## src/rtl/aglh_pkg.sv

```systemverilog
// Shared constants and types for the alignment gap length histogram.
package aglh_pkg;

   localparam int MAX_GAP    = 10;
   localparam int CHAR_W     = 8;
   localparam int BIN_W      = 4;
   localparam int RUN_W      = 4;
   localparam int COUNT_W    = 32;
   localparam int HIST_IDX_W = (MAX_GAP > 1) ? $clog2(MAX_GAP) : 1;

   localparam logic [CHAR_W-1:0] GAP_CHAR = 8'h2D;  // '-'

   typedef enum logic [0:0] {
      FUNC_COLUMN  = 1'b0,
      FUNC_READOUT = 1'b1
   } func_type;

   // one request item as held in the input register
   typedef struct packed {
      logic [0:0]        func;
      logic [CHAR_W-1:0] ref_char;
      logic [CHAR_W-1:0] read_char;
      logic              last_column;
      logic [BIN_W-1:0]  bin_select;
   } req_item_type;

   // command from the top level to one string tracker
   typedef struct packed {
      logic             en;
      logic             readout;
      logic             is_gap;
      logic             last;
      logic [BIN_W-1:0] sel;
   } track_cmd_type;

   // what one tracker reports for the current item
   typedef struct packed {
      logic               done;
      logic [BIN_W-1:0]   bin;
      logic [COUNT_W-1:0] count;
   } track_res_type;

endpackage

```

## src/rtl/aglh_req_if.sv

```systemverilog
// Request channel: valid/ready handshake with the column or readout item.
interface aglh_req_if import aglh_pkg::*; ();
   logic              valid;
   logic              ready;
   logic [0:0]        func;
   logic [CHAR_W-1:0] ref_char;
   logic [CHAR_W-1:0] read_char;
   logic              last_column;
   logic [BIN_W-1:0]  bin_select;

   modport source (output valid, func, ref_char, read_char, last_column, bin_select,
                   input ready);
   modport sink (input valid, func, ref_char, read_char, last_column, bin_select,
                 output ready);
endinterface

```

## src/rtl/aglh_rsp_if.sv

```systemverilog
// Response channel: valid/ready handshake with the gap and count result item.
interface aglh_rsp_if import aglh_pkg::*; ();
   logic               valid;
   logic               ready;
   logic               ref_gap_done;
   logic [BIN_W-1:0]   ref_gap_bin;
   logic               read_gap_done;
   logic [BIN_W-1:0]   read_gap_bin;
   logic [COUNT_W-1:0] ref_bin_count;
   logic [COUNT_W-1:0] read_bin_count;

   modport source (output valid, ref_gap_done, ref_gap_bin, read_gap_done, read_gap_bin,
                   ref_bin_count, read_bin_count,
                   input ready);
   modport sink (input valid, ref_gap_done, ref_gap_bin, read_gap_done, read_gap_bin,
                 ref_bin_count, read_bin_count,
                 output ready);
endinterface

```

## src/rtl/alignment_gap_length_histogram.sv

```systemverilog
// Top level of the alignment gap length histogram.
// Each request item is either an alignment column (func 0: one reference
// character, one read character and a last-column flag) or a readout (func 1:
// bin_select picks a bin). For the reference and the read string separately
// the block measures runs of '-' and, when a base closes a run that began
// after an earlier base of the same read, counts it in bin
// min(length, MAX_GAP) - 1 (MAX_GAP = 10); the response then carries the done
// flag, the bin and the updated count. Runs before the first base of a read or
// still open at the last column are dropped. Counts saturate at 0xFFFFFFFF and
// are cleared by reset; a readout of a bin at or above MAX_GAP returns zeros.
// Every request yields exactly one response. An item first sits in the input
// register, where the run counters and histograms are updated as it moves on,
// and then sits in the response register, which drives rsp valid. The block
// takes one item per cycle while the response side does not stall; the limit
// is the single read-increment-write of each histogram per item. Ready only
// drops when both registers are full and the response side stalls.
module alignment_gap_length_histogram import aglh_pkg::*; (
   input logic      clock,
   input logic      reset,
   aglh_req_if.sink   req_if,
   aglh_rsp_if.source rsp_if
);

   // input register
   logic         s1_valid_ff, s1_valid_in;
   req_item_type s1_item_ff;

   // response register
   logic          rsp_valid_ff, rsp_valid_in;
   track_res_type rsp_ref_ff, rsp_read_ff;

   logic          accept;
   logic          advance;
   func_type      s1_func;
   logic          is_readout;
   track_cmd_type ref_cmd, read_cmd;
   track_res_type ref_res, read_res;

   // the input stage moves on whenever the response register is free or drains
   assign advance     = s1_valid_ff && (!rsp_valid_ff || rsp_if.ready);
   assign req_if.ready = !s1_valid_ff || advance;
   assign accept      = req_if.valid && req_if.ready;

   assign s1_valid_in  = accept || (s1_valid_ff && !advance);
   assign rsp_valid_in = advance || (rsp_valid_ff && !rsp_if.ready);

   assign s1_func = func_type'(s1_item_ff.func);

   always_comb begin
      unique case (s1_func)
         FUNC_COLUMN:  is_readout = 1'b0;
         FUNC_READOUT: is_readout = 1'b1;
         default:      is_readout = 1'b0;
      endcase
   end

   // both trackers see the same item; only the character differs
   always_comb begin
      ref_cmd.en      = advance;
      ref_cmd.readout = is_readout;
      ref_cmd.is_gap  = (s1_item_ff.ref_char == GAP_CHAR);
      ref_cmd.last    = s1_item_ff.last_column;
      ref_cmd.sel     = s1_item_ff.bin_select;

      read_cmd        = ref_cmd;
      read_cmd.is_gap = (s1_item_ff.read_char == GAP_CHAR);
   end

   aglh_gap_track u_ref_track (
      .clock (clock),
      .reset (reset),
      .cmd   (ref_cmd),
      .res   (ref_res)
   );

   aglh_gap_track u_read_track (
      .clock (clock),
      .reset (reset),
      .cmd   (read_cmd),
      .res   (read_res)
   );

   always_ff @(posedge clock) begin
      if (reset) begin
         s1_valid_ff  <= 1'b0;
         rsp_valid_ff <= 1'b0;
      end else begin
         s1_valid_ff  <= s1_valid_in;
         rsp_valid_ff <= rsp_valid_in;
      end
      if (accept) begin
         s1_item_ff.func        <= req_if.func;
         s1_item_ff.ref_char    <= req_if.ref_char;
         s1_item_ff.read_char   <= req_if.read_char;
         s1_item_ff.last_column <= req_if.last_column;
         s1_item_ff.bin_select  <= req_if.bin_select;
      end
      if (advance) begin
         rsp_ref_ff  <= ref_res;
         rsp_read_ff <= read_res;
      end
   end

   assign rsp_if.valid          = rsp_valid_ff;
   assign rsp_if.ref_gap_done   = rsp_ref_ff.done;
   assign rsp_if.ref_gap_bin    = rsp_ref_ff.bin;
   assign rsp_if.read_gap_done  = rsp_read_ff.done;
   assign rsp_if.read_gap_bin   = rsp_read_ff.bin;
   assign rsp_if.ref_bin_count  = rsp_ref_ff.count;
   assign rsp_if.read_bin_count = rsp_read_ff.count;

   // an accepted item always lands in the input register
   assert property (@(posedge clock) disable iff (reset)
      accept |=> s1_valid_ff)
      else $error("accepted item lost");

   // a readout never reports a counted run
   assert property (@(posedge clock) disable iff (reset)
      advance && is_readout |=> !rsp_ref_ff.done && !rsp_read_ff.done)
      else $error("readout reported a gap run");

   // bin fields stay zero unless a run was counted
   assert property (@(posedge clock) disable iff (reset)
      rsp_valid_ff && !rsp_ref_ff.done && !rsp_read_ff.done
      |-> rsp_ref_ff.bin == '0 && rsp_read_ff.bin == '0)
      else $error("bin set without a counted run");

   // a full input register with a free response register always moves on
   assert property (@(posedge clock) disable iff (reset)
      s1_valid_ff && !rsp_valid_ff |=> rsp_valid_ff)
      else $error("input stage stuck");

endmodule

```

## src/rtl/aglh_gap_track.sv

```systemverilog
// Gap run tracker for one string: run length, seen-base flag and histogram.
module aglh_gap_track import aglh_pkg::*; (
   input  logic          clock,
   input  logic          reset,
   input  track_cmd_type cmd,
   output track_res_type res
);

   logic [RUN_W-1:0]   run_ff, run_in;
   logic               seen_ff, seen_in;
   logic [COUNT_W-1:0] hist_ff [MAX_GAP];

   logic                  close_run;
   logic [BIN_W-1:0]      run_bin;
   logic                  sel_ok;
   logic [HIST_IDX_W-1:0] rd_idx;
   logic [COUNT_W-1:0]    rd_count;
   logic [COUNT_W-1:0]    inc_count;

   assign close_run = cmd.en && !cmd.readout && !cmd.is_gap
                      && (run_ff != '0) && seen_ff;
   assign run_bin   = BIN_W'(run_ff - RUN_W'(1));
   assign sel_ok    = (cmd.sel < BIN_W'(MAX_GAP));
   assign rd_idx    = cmd.readout ? cmd.sel[HIST_IDX_W-1:0] : run_bin[HIST_IDX_W-1:0];
   // guard out-of-range readout indices before they reach the array
   assign rd_count  = (cmd.readout && !sel_ok) ? '0 : hist_ff[rd_idx];
   assign inc_count = (rd_count == '1) ? rd_count : rd_count + COUNT_W'(1);

   always_comb begin
      res.done  = close_run;
      res.bin   = close_run ? run_bin : '0;
      if (cmd.readout) begin
         res.count = rd_count;
      end else if (close_run) begin
         res.count = inc_count;
      end else begin
         res.count = '0;
      end
   end

   always_comb begin
      run_in  = run_ff;
      seen_in = seen_ff;
      if (cmd.en && !cmd.readout) begin
         if (cmd.is_gap) begin
            if (run_ff < RUN_W'(MAX_GAP)) begin
               run_in = run_ff + RUN_W'(1);
            end
         end else begin
            run_in  = '0;
            seen_in = 1'b1;
         end
         if (cmd.last) begin
            run_in  = '0;
            seen_in = 1'b0;
         end
      end
   end

   always_ff @(posedge clock) begin
      if (reset) begin
         run_ff  <= '0;
         seen_ff <= 1'b0;
         for (int i = 0; i < MAX_GAP; i++) begin
            hist_ff[i] <= '0;
         end
      end else begin
         run_ff  <= run_in;
         seen_ff <= seen_in;
         if (close_run) begin
            hist_ff[rd_idx] <= inc_count;
         end
      end
   end

   // a column whose string is not a gap always leaves the run closed
   assert property (@(posedge clock) disable iff (reset)
      cmd.en && !cmd.readout && !cmd.is_gap |=> run_ff == '0)
      else $error("run not closed by base");

   // the run never passes the top bin
   assert property (@(posedge clock) disable iff (reset)
      run_ff <= RUN_W'(MAX_GAP))
      else $error("run length beyond MAX_GAP");

   // a counted run always reports a nonzero count
   assert property (@(posedge clock) disable iff (reset)
      close_run |-> res.count != '0)
      else $error("counted run with zero count");

endmodule

```

## src/flat_wrapper.sv

```systemverilog
// flat-port wrapper written by rule: the top's interface ports become plain ports
module alignment_gap_length_histogram_flat import aglh_pkg::*;
  (clock, reset, req_if_valid, req_if_func, req_if_ref_char, req_if_read_char, req_if_last_column, req_if_bin_select, req_if_ready, rsp_if_valid, rsp_if_ref_gap_done, rsp_if_ref_gap_bin, rsp_if_read_gap_done, rsp_if_read_gap_bin, rsp_if_ref_bin_count, rsp_if_read_bin_count, rsp_if_ready);
  aglh_req_if req_if_i ();
  aglh_rsp_if rsp_if_i ();
  input logic clock;
  input logic reset;
  input wire logic [$bits(req_if_i.valid)-1:0] req_if_valid;
  input wire logic [$bits(req_if_i.func)-1:0] req_if_func;
  input wire logic [$bits(req_if_i.ref_char)-1:0] req_if_ref_char;
  input wire logic [$bits(req_if_i.read_char)-1:0] req_if_read_char;
  input wire logic [$bits(req_if_i.last_column)-1:0] req_if_last_column;
  input wire logic [$bits(req_if_i.bin_select)-1:0] req_if_bin_select;
  output wire logic [$bits(req_if_i.ready)-1:0] req_if_ready;
  output wire logic [$bits(rsp_if_i.valid)-1:0] rsp_if_valid;
  output wire logic [$bits(rsp_if_i.ref_gap_done)-1:0] rsp_if_ref_gap_done;
  output wire logic [$bits(rsp_if_i.ref_gap_bin)-1:0] rsp_if_ref_gap_bin;
  output wire logic [$bits(rsp_if_i.read_gap_done)-1:0] rsp_if_read_gap_done;
  output wire logic [$bits(rsp_if_i.read_gap_bin)-1:0] rsp_if_read_gap_bin;
  output wire logic [$bits(rsp_if_i.ref_bin_count)-1:0] rsp_if_ref_bin_count;
  output wire logic [$bits(rsp_if_i.read_bin_count)-1:0] rsp_if_read_bin_count;
  input wire logic [$bits(rsp_if_i.ready)-1:0] rsp_if_ready;
  assign req_if_i.valid = req_if_valid;
  assign req_if_i.func = req_if_func;
  assign req_if_i.ref_char = req_if_ref_char;
  assign req_if_i.read_char = req_if_read_char;
  assign req_if_i.last_column = req_if_last_column;
  assign req_if_i.bin_select = req_if_bin_select;
  assign req_if_ready = req_if_i.ready;
  assign rsp_if_valid = rsp_if_i.valid;
  assign rsp_if_ref_gap_done = rsp_if_i.ref_gap_done;
  assign rsp_if_ref_gap_bin = rsp_if_i.ref_gap_bin;
  assign rsp_if_read_gap_done = rsp_if_i.read_gap_done;
  assign rsp_if_read_gap_bin = rsp_if_i.read_gap_bin;
  assign rsp_if_ref_bin_count = rsp_if_i.ref_bin_count;
  assign rsp_if_read_bin_count = rsp_if_i.read_bin_count;
  assign rsp_if_i.ready = rsp_if_ready;
  alignment_gap_length_histogram u_core (.clock(clock), .reset(reset), .req_if(req_if_i), .rsp_if(rsp_if_i));
endmodule
```

## config.mk

```make
export PLATFORM = sky130hd
export DESIGN_NAME = alignment_gap_length_histogram_flat
export DESIGN_NICKNAME = d
export VERILOG_FILES = /design/src/rtl/aglh_pkg.sv /design/src/rtl/aglh_req_if.sv /design/src/rtl/aglh_rsp_if.sv /design/src/rtl/alignment_gap_length_histogram.sv /design/src/rtl/aglh_gap_track.sv /design/src/flat_wrapper.sv
export SDC_FILE = /design/constraint.sdc
export NUM_CORES = 1
export LEC_CHECK = 0
export BUFFER_PORTS_ARGS = -buffer_cell sky130_fd_sc_hd__clkbuf_2
export CORE_UTILIZATION = 50
export CTS_CLUSTER_SIZE = 30
export DETAILED_ROUTE_END_ITERATION = 8
export PLACE_DENSITY = 0.66
export SLEW_MARGIN = 5
export SYNTH_ARGS = -nofsm -noshare
export SYNTH_HDL_FRONTEND = slang
export SYNTH_SLANG_ARGS = --single-unit
```

## constraint.sdc

```tcl
create_clock -name clock -period 9.6 [get_ports clock]
set_input_delay 0.48 -clock clock [delete_from_list [all_inputs] [get_ports clock]]
set_output_delay 0.48 -clock clock [all_outputs]
set_load 0.1 [all_outputs]
```

==> flow_summary.json, run 1 <==
{
  "status": "finished with violations",
  "failed_checks": "capacitance limit",
  "synth_edf_count": 1120,
  "drive_above_1_share_pct": 15.8,
  "routed_via_density": 6.66,
  "grtUsageMet1_pct": 45.5,
  "placementRows": 116,
  "path_clk_slew_ps": 60,
  "final_util_pct": 56.6,
  "required_ps": 9960,
  "arrival_ps": 7690,
  "antenna_found_initial": 7,
  "ys.flop_type": "edfxtp_1",
  "final_common_cell": "edfxtp_1",
  "cts_sinks": 1132,
  "synth_nets": 3968,
  "area_growth_pct": 11.7,
  "setup_viol": 0,
  "hpwl_mm": 96.4,
  "grt_max_degree": 85,
  "hold_class": "in2reg",
  "grt_use_met3_pct": 8.69,
  "synth_seq_cells": 1132,
  "syn_inst": 3936,
  "grt_use_total_pct": 31.0,
  "endpoint_kind": "flop",
  "r2r_setup_slack_ps": 2270,
  "top_usage_layer": "met1",
  "die_w_um": 321,
  "avgSynthCellArea_um2": 12.9,
  "pwr_density_cell_nw_per_um2": 194,
  "initial_core_util_pct": 50.7,
  "final-hold-violation-count": 0,
  "io_pins": 102,
  "rsz0062_at_grt": "no",
  "wl_per_cell_um": 29.7,
  "grt_pass1_wl_mm": 233,
  "drc": 0,
  "report.final.slew_viol_count": 0,
  "htree_levels": 3,
  "yosysUniqueCellTypes": 115,
  "grt.overflow.total": 0,
  "vias": 36300,
  "dp_cells": 5209,
  "cts_root_buffer": "clkbuf_16",
  "yosysSeqAreaShare_pct": 66.5,
  "critPathMaxFanout": 52,
  "layout.nets": 4022,
  "die_height_um": 321,
  "synthArstFlopShare_pct": 0,
  "dr.first_iter.drc_count": 5684,
  "period_needed_ps": 7330,
  "clk_latency_ps": 700,
  "antenna_left": 0,
  "tightest_slew_ps": 1420,
  "cts_tree": "yes",
  "yosys_warnings": 0,
  "cts_buffers": 114,
  "cap_violations": 1,
  "max_freq_ghz": 0.136,
  "firstDrtPassIters": 6,
  "min_period_over_period_pct": 76.4,
  "fin_skew_ps": 34.9,
  "fin_setup_tns_ps": 0,
  "gp_congestion": 1.01,
  "routed_wirelength_mm": 162,
  "clockBufferDepth": 3,
  "netlist_area_um2": 51000,
  "slew_headroom_pct": 2.97,
  "fp.dieArea_um2": 103000,
  "stdcell_count": 5444,
  "ir_worst_vdd_mv": 0.142,
  "most-common-layout-cells": "edfxtp_1, nor2_1, nand3_1",
  "cp-start-kind": "flop",
  "port-buffer-count": 101,
  "core-area_um2": 101000,
  "grt_pass1_vias": 33800,
  "p_leak_nw": 19.8,
  "use_met2_pct": 44.1,
  "path_class": "reg2reg"
}
==> critical path, cell delays in order, from the launching register on <==
cell and delay, ps:
edfxtp_1 960, nand2b_2 440, buf_4 440, nand2_2 120
buf_4 630, a211oi_1 180, a2111oi_0 1220, a22o_2 380
nand3_2 210, nor4_4 820, a31oi_1 230, xnor2_1 1010
nor2_1 310
==> Yosys cell counts (14+ instances only) <==
library cell | n | share of area, %
buf_4 | 20 | 0.29
nor3_1 | 132 | 1.3
a221o_1 | 18 | 0.35
a211oi_1 | 158 | 2.3
nor4_1 | 25 | 0.31
clkbuf_1 | 186 | 1.4
a311oi_1 | 14 | 0.24
edfxtp_1 | 1120 | 66
inv_1 | 16 | 0.12
nand3_1 | 254 | 2.5
nor2_1 | 559 | 4.1
nand2b_1 | 29 | 0.36
a32oi_1 | 18 | 0.31
mux4_2 | 35 | 1.5
a32o_1 | 16 | 0.31
mux2i_1 | 119 | 2.3
xor2_1 | 20 | 0.34
o22ai_1 | 33 | 0.41
xnor2_1 | 28 | 0.48
a21oi_1 | 45 | 0.44
nand2_1 | 208 | 1.5
a22o_1 | 14 | 0.24
mux2_2 | 16 | 0.35
nand4_1 | 44 | 0.54
o21ai_0 | 148 | 1.5
buf_6 | 20 | 0.44
a31oi_1 | 24 | 0.29
and3_1 | 168 | 2.1
a2111o_1 | 21 | 0.46
buf_2 | 117 | 1.1
==> worst paths after layout <==
path                                            startpoint                                            to  cells past startpoint
setup reg to reg                  u_core.s1_func$_DFFE_PP_  u_core.u_ref_track.hist_ff[10][11]$_DFFE_PP_                     12
hold reg to reg   u_core.u_read_track.seen_ff$_SDFFE_PP0P_      u_core.u_read_track.seen_ff$_SDFFE_PP0P_                      1
setup / recovery                  u_core.s1_func$_DFFE_PP_  u_core.u_ref_track.hist_ff[10][11]$_DFFE_PP_                     12
hold / removal                                 req_if_func                      u_core.s1_func$_DFFE_PP_                      1
==> area by class of cell <==
cell class,instances,area (um2)
fillers,8010,43600
diodes,1,2.50
clock buffers,140,3010
well taps,1357,1700
clock inverters,72,594
flip-flops and latches,1132,33900
multi-input cells,2434,15700
inverters,18,67.6
repair buffers,290,1970
==> registers in the layout (all words and copies together) (netlist names), 4 cells and up <==
name / cells
u_core.rsp_if.read_gap_bin: 4
u_core.u_read_track.run_ff: 4
u_core.rsp_if.ref_gap_bin: 4
u_core.u_ref_track.run_ff: 4
u_core.u_read_track.hist_ff: 512
u_core.read_cmd: 5
u_core.u_ref_track.hist_ff: 512
u_core.rsp_if.read_bin_count: 32
u_core.s1_item_ff: 16
u_core.rsp_if.ref_bin_count: 32
==> logic make-up after synthesis <==
family / synth area share [%]
and+or+nand+nor: 14.9
DFF: 66.5
AOI/OAI and AO/OA: 9.48
buffers and inverters: 3.48
muxes: 4.54
xor gates and xnor gates: 1.03
adders and majority gates: 0.147
==> routing by layer <==
layer  vias up  wire length [um]  share of wire [%]
met4         8              5620                3.5
met2      2702             68500                 42
li1      15200                 -                  -
met5         -                62              0.038
met3       384             24800                 15
met1     18000             62800                 39
==> through the flow <==
stage	area, um2	setup WS (ps)	hold slack, ps	power (mW)
final	56900	2270	55.9	11.0
after global routing	56900	1940	64.2	11.3
after CTS	56900	2460	19.2	11.0
after detailed placement	53100	2470	479	6.75
after global placement	53100	2670	472	6.74
after floorplan	51000	1130	435	6.36
==> repair_timing <==
| item | 4_1_cts | 5_1_grt |
|---|---|---|
| resized for setup | 0 | 0 |
| buffers inserted | 0 | 0 |
| hold endpoints to repair | 21 | 0 |
| hold buffers | 21 | 0 |
| endpoints found under the setup margin | 0 | 0 |
==> report_power, final <==
| group | total [mW] | leakage [nW] | switching (mW) | internal (mW) |
|---|---|---|---|---|
| Clock | 4.35 | 1.77 | 1.89 | 2.46 |
| Combinational | 1.15 | 7.70 | 0.867 | 0.280 |
| Sequential | 5.55 | 10.3 | 0.0385 | 5.51 |
| Total | 11.0 | 19.8 | 2.79 | 8.26 |
(Power assumes the default switching activity.)
==> inputs of run 2 (changes only) <==
==> constraint.sdc (replaced) <==
create_clock -name clock -period 6.97 [get_ports clock]
set_input_delay 0.3485 -clock clock [delete_from_list [all_inputs] [get_ports clock]]
set_output_delay 0.3485 -clock clock [all_outputs]
set_load 0.1 [all_outputs]
==> run 2 against run 1 <==
- the run now ends clean
- sequential power up 38%
- core utilization up 0.78 points
- final area up 1.4%
- sequential share of layout area down 0.81 points
- critical path depth up 3
- critical path type unchanged
- cell count up 1.4%
==> flow_summary.json, run 2 (synthesis gave the netlist of run 1 again) <==
{
  "status": "finished clean",
  "path_clk_slew_ps": 60,
  "layout.nets": 4095,
  "cts_root_buffer": "clkbuf_16",
  "htree_levels": 3,
  "wl_per_cell_um": 29.6,
  "final_util_pct": 57.4,
  "required_ps": 7360,
  "fill_cells": 7969,
  "cts_sinks": 1132,
  "p_switching_mw": 3.96,
  "drive_above_1_share_pct": 17.4,
  "path_class": "reg2reg",
  "die_w_um": 321,
  "io_pins": 102,
  "firstDrtPassIters": 6,
  "cts_resized": 0,
  "grt_pass1_wl_mm": 235,
  "p_int_mw": 11.6,
  "grt_max_degree": 81,
  "cp_slowest_cell": "nor3_1",
  "path_buf_inv": 4,
  "tightest_slew_ps": 1240,
  "min_period_over_period_pct": 90.4,
  "clkPwrFrac_pct": 40.0,
  "fin_setup_tns_ps": 0,
  "dpl_cell_area_um2": 53700,
  "report.final.slew_viol_count": 0,
  "hpwl_mm": 100,
  "path_common_cell": "buf_4",
  "die_height_um": 321,
  "clockBufferDepth": 3,
  "max_stage_delay_ps": 770,
  "placementRows": 116,
  "core-area_um2": 101000,
  "combPwrFrac_pct": 10.8,
  "gp_congestion": 0.993,
  "total_power_mw": 15.6,
  "cap_violations": 0,
  "preCtsSetupSlack_ps": 983,
  "final_common_cell": "edfxtp_1",
  "slew_headroom_pct": 17.3,
  "cts_buffers": 113,
  "grt.overflow.total": 0,
  "p_sw_share_pct": 25.5,
  "cp_top_family": "simple AND/OR/NAND/NOR gates",
  "cp-start-kind": "flop",
  "endpoint_kind": "flop",
  "most-common-layout-cells": "edfxtp_1, nor2_1, nand3_1",
  "dr.first_iter.drc_count": 6000,
  "port-buffer-count": 101,
  "pwr_density_cell_nw_per_um2": 269,
  "routed_via_density": 6.59,
  "vias": 36400,
  "arrival_ps": 6700,
  "p_leak_nw": 20.2,
  "hold_class": "in2reg",
  "initial_core_util_pct": 50.7,
  "grt_pass1_vias": 34000,
  "rsz0062_at_grt": "no",
  "antenna_found_initial": 3,
  "cts_tree": "yes",
  "fin_skew_ps": 23.7,
  "period_needed_ps": 6300,
  "critPathMaxFanout": 26,
  "final-hold-violation-count": 0,
  "pwr-share-seq_pct": 49.2,
  "routed_wirelength_mm": 163,
  "path_cells": "inv_1, ha_1, nand2b_2, buf_4, nand2_1, buf_4, nand2_1, a32o_1, a2111oi_2, o2111ai_2, nor4b_2, buf_4, and3_1, nor2_1, nor3_1",
  "finish.instance_area_um2": 57700,
  "ir_worst_vdd_mv": 0.205,
  "fp.dieArea_um2": 103000,
  "clk_latency_ps": 720,
  "reg_top3": "u_core.u_read_track.hist_ff (512), u_core.u_ref_track.hist_ff (512)",
  "worst_slack_ps": 668,
  "max_freq_ghz": 0.159,
  "area_growth_pct": 13.2,
  "setup_viol": 0,
  "grt_use_total_pct": 31.2,
  "antenna_left": 0,
  "drc": 0
}
## run 2: path summary, 6_finish.rpt
path / slack, ps / depth (start not counted) / startpoint / end
min: 350 / 2 / req_if_read_char[2] / u_core.s1_item_ff[7]$_DFFE_PP_
max: 670 / 15 / u_core.u_read_track.run_ff[0]$_SDFFE_PP0P_ / u_core.u_read_track.hist_ff[12][2]$_DFFE_PP_
min reg2reg: 500 / 1 / u_core.u_read_track.seen_ff$_SDFFE_PP0P_ / u_core.u_read_track.seen_ff$_SDFFE_PP0P_
max reg2reg: 670 / 15 / u_core.u_read_track.run_ff[0]$_SDFFE_PP0P_ / u_core.u_read_track.hist_ff[12][2]$_DFFE_PP_
## run 2: power groups by stage
stage	Combinational [mW]	Clock (mW)	Sequential, mW
floorplan	0.838	0	7.92
global placement	1.59	0	7.79
detailed placement	1.60	0	7.79
CTS	1.62	6.25	7.65
global route	1.73	6.51	7.66
finish	1.68	6.23	7.65
## run 2: cell type report
type | count | area, um2 | share of cell area [%]
sequential | 1132 | 33900 | 58.7
clock buffer | 134 | 2930 | 5.07
multi-input combinational | 2434 | 15700 | 27.2
tap | 1357 | 1700 | 2.94
clock inverter | 79 | 818 | 1.42
inverter | 18 | 67.6 | 0.117
antenna | 2 | 5.00 | 0.00867
timing repair buffer | 364 | 2640 | 4.57
## run 2: metrics by stage
| stage | instances | hold WS (ps) |
|---|---|---|
| floorplan | 3936 | 435 |
| global placement | 5280 | 478 |
| detailed placement | 5280 | 480 |
| CTS | 5517 | 310 |
| global route | 5518 | 354 |
| finish | 5520 | 353 |
## run 2: repair_timing
action                    in CTS  in global routing
setup buffers                  0                  0
hold endpoints to repair      24                  0
hold buffers                  24                  0
## run 2: metal layers
layer	part of all wire [%]	vias up	GRT usage, %	wire length (um)
met1	40	18100	46.3	64800
met5	0.0080	-	0	13
met4	2.4	2	8.21	3940
met2	43	2580	44.5	69600
li1	-	15400	-	-
met3	15	330	9.41	24700
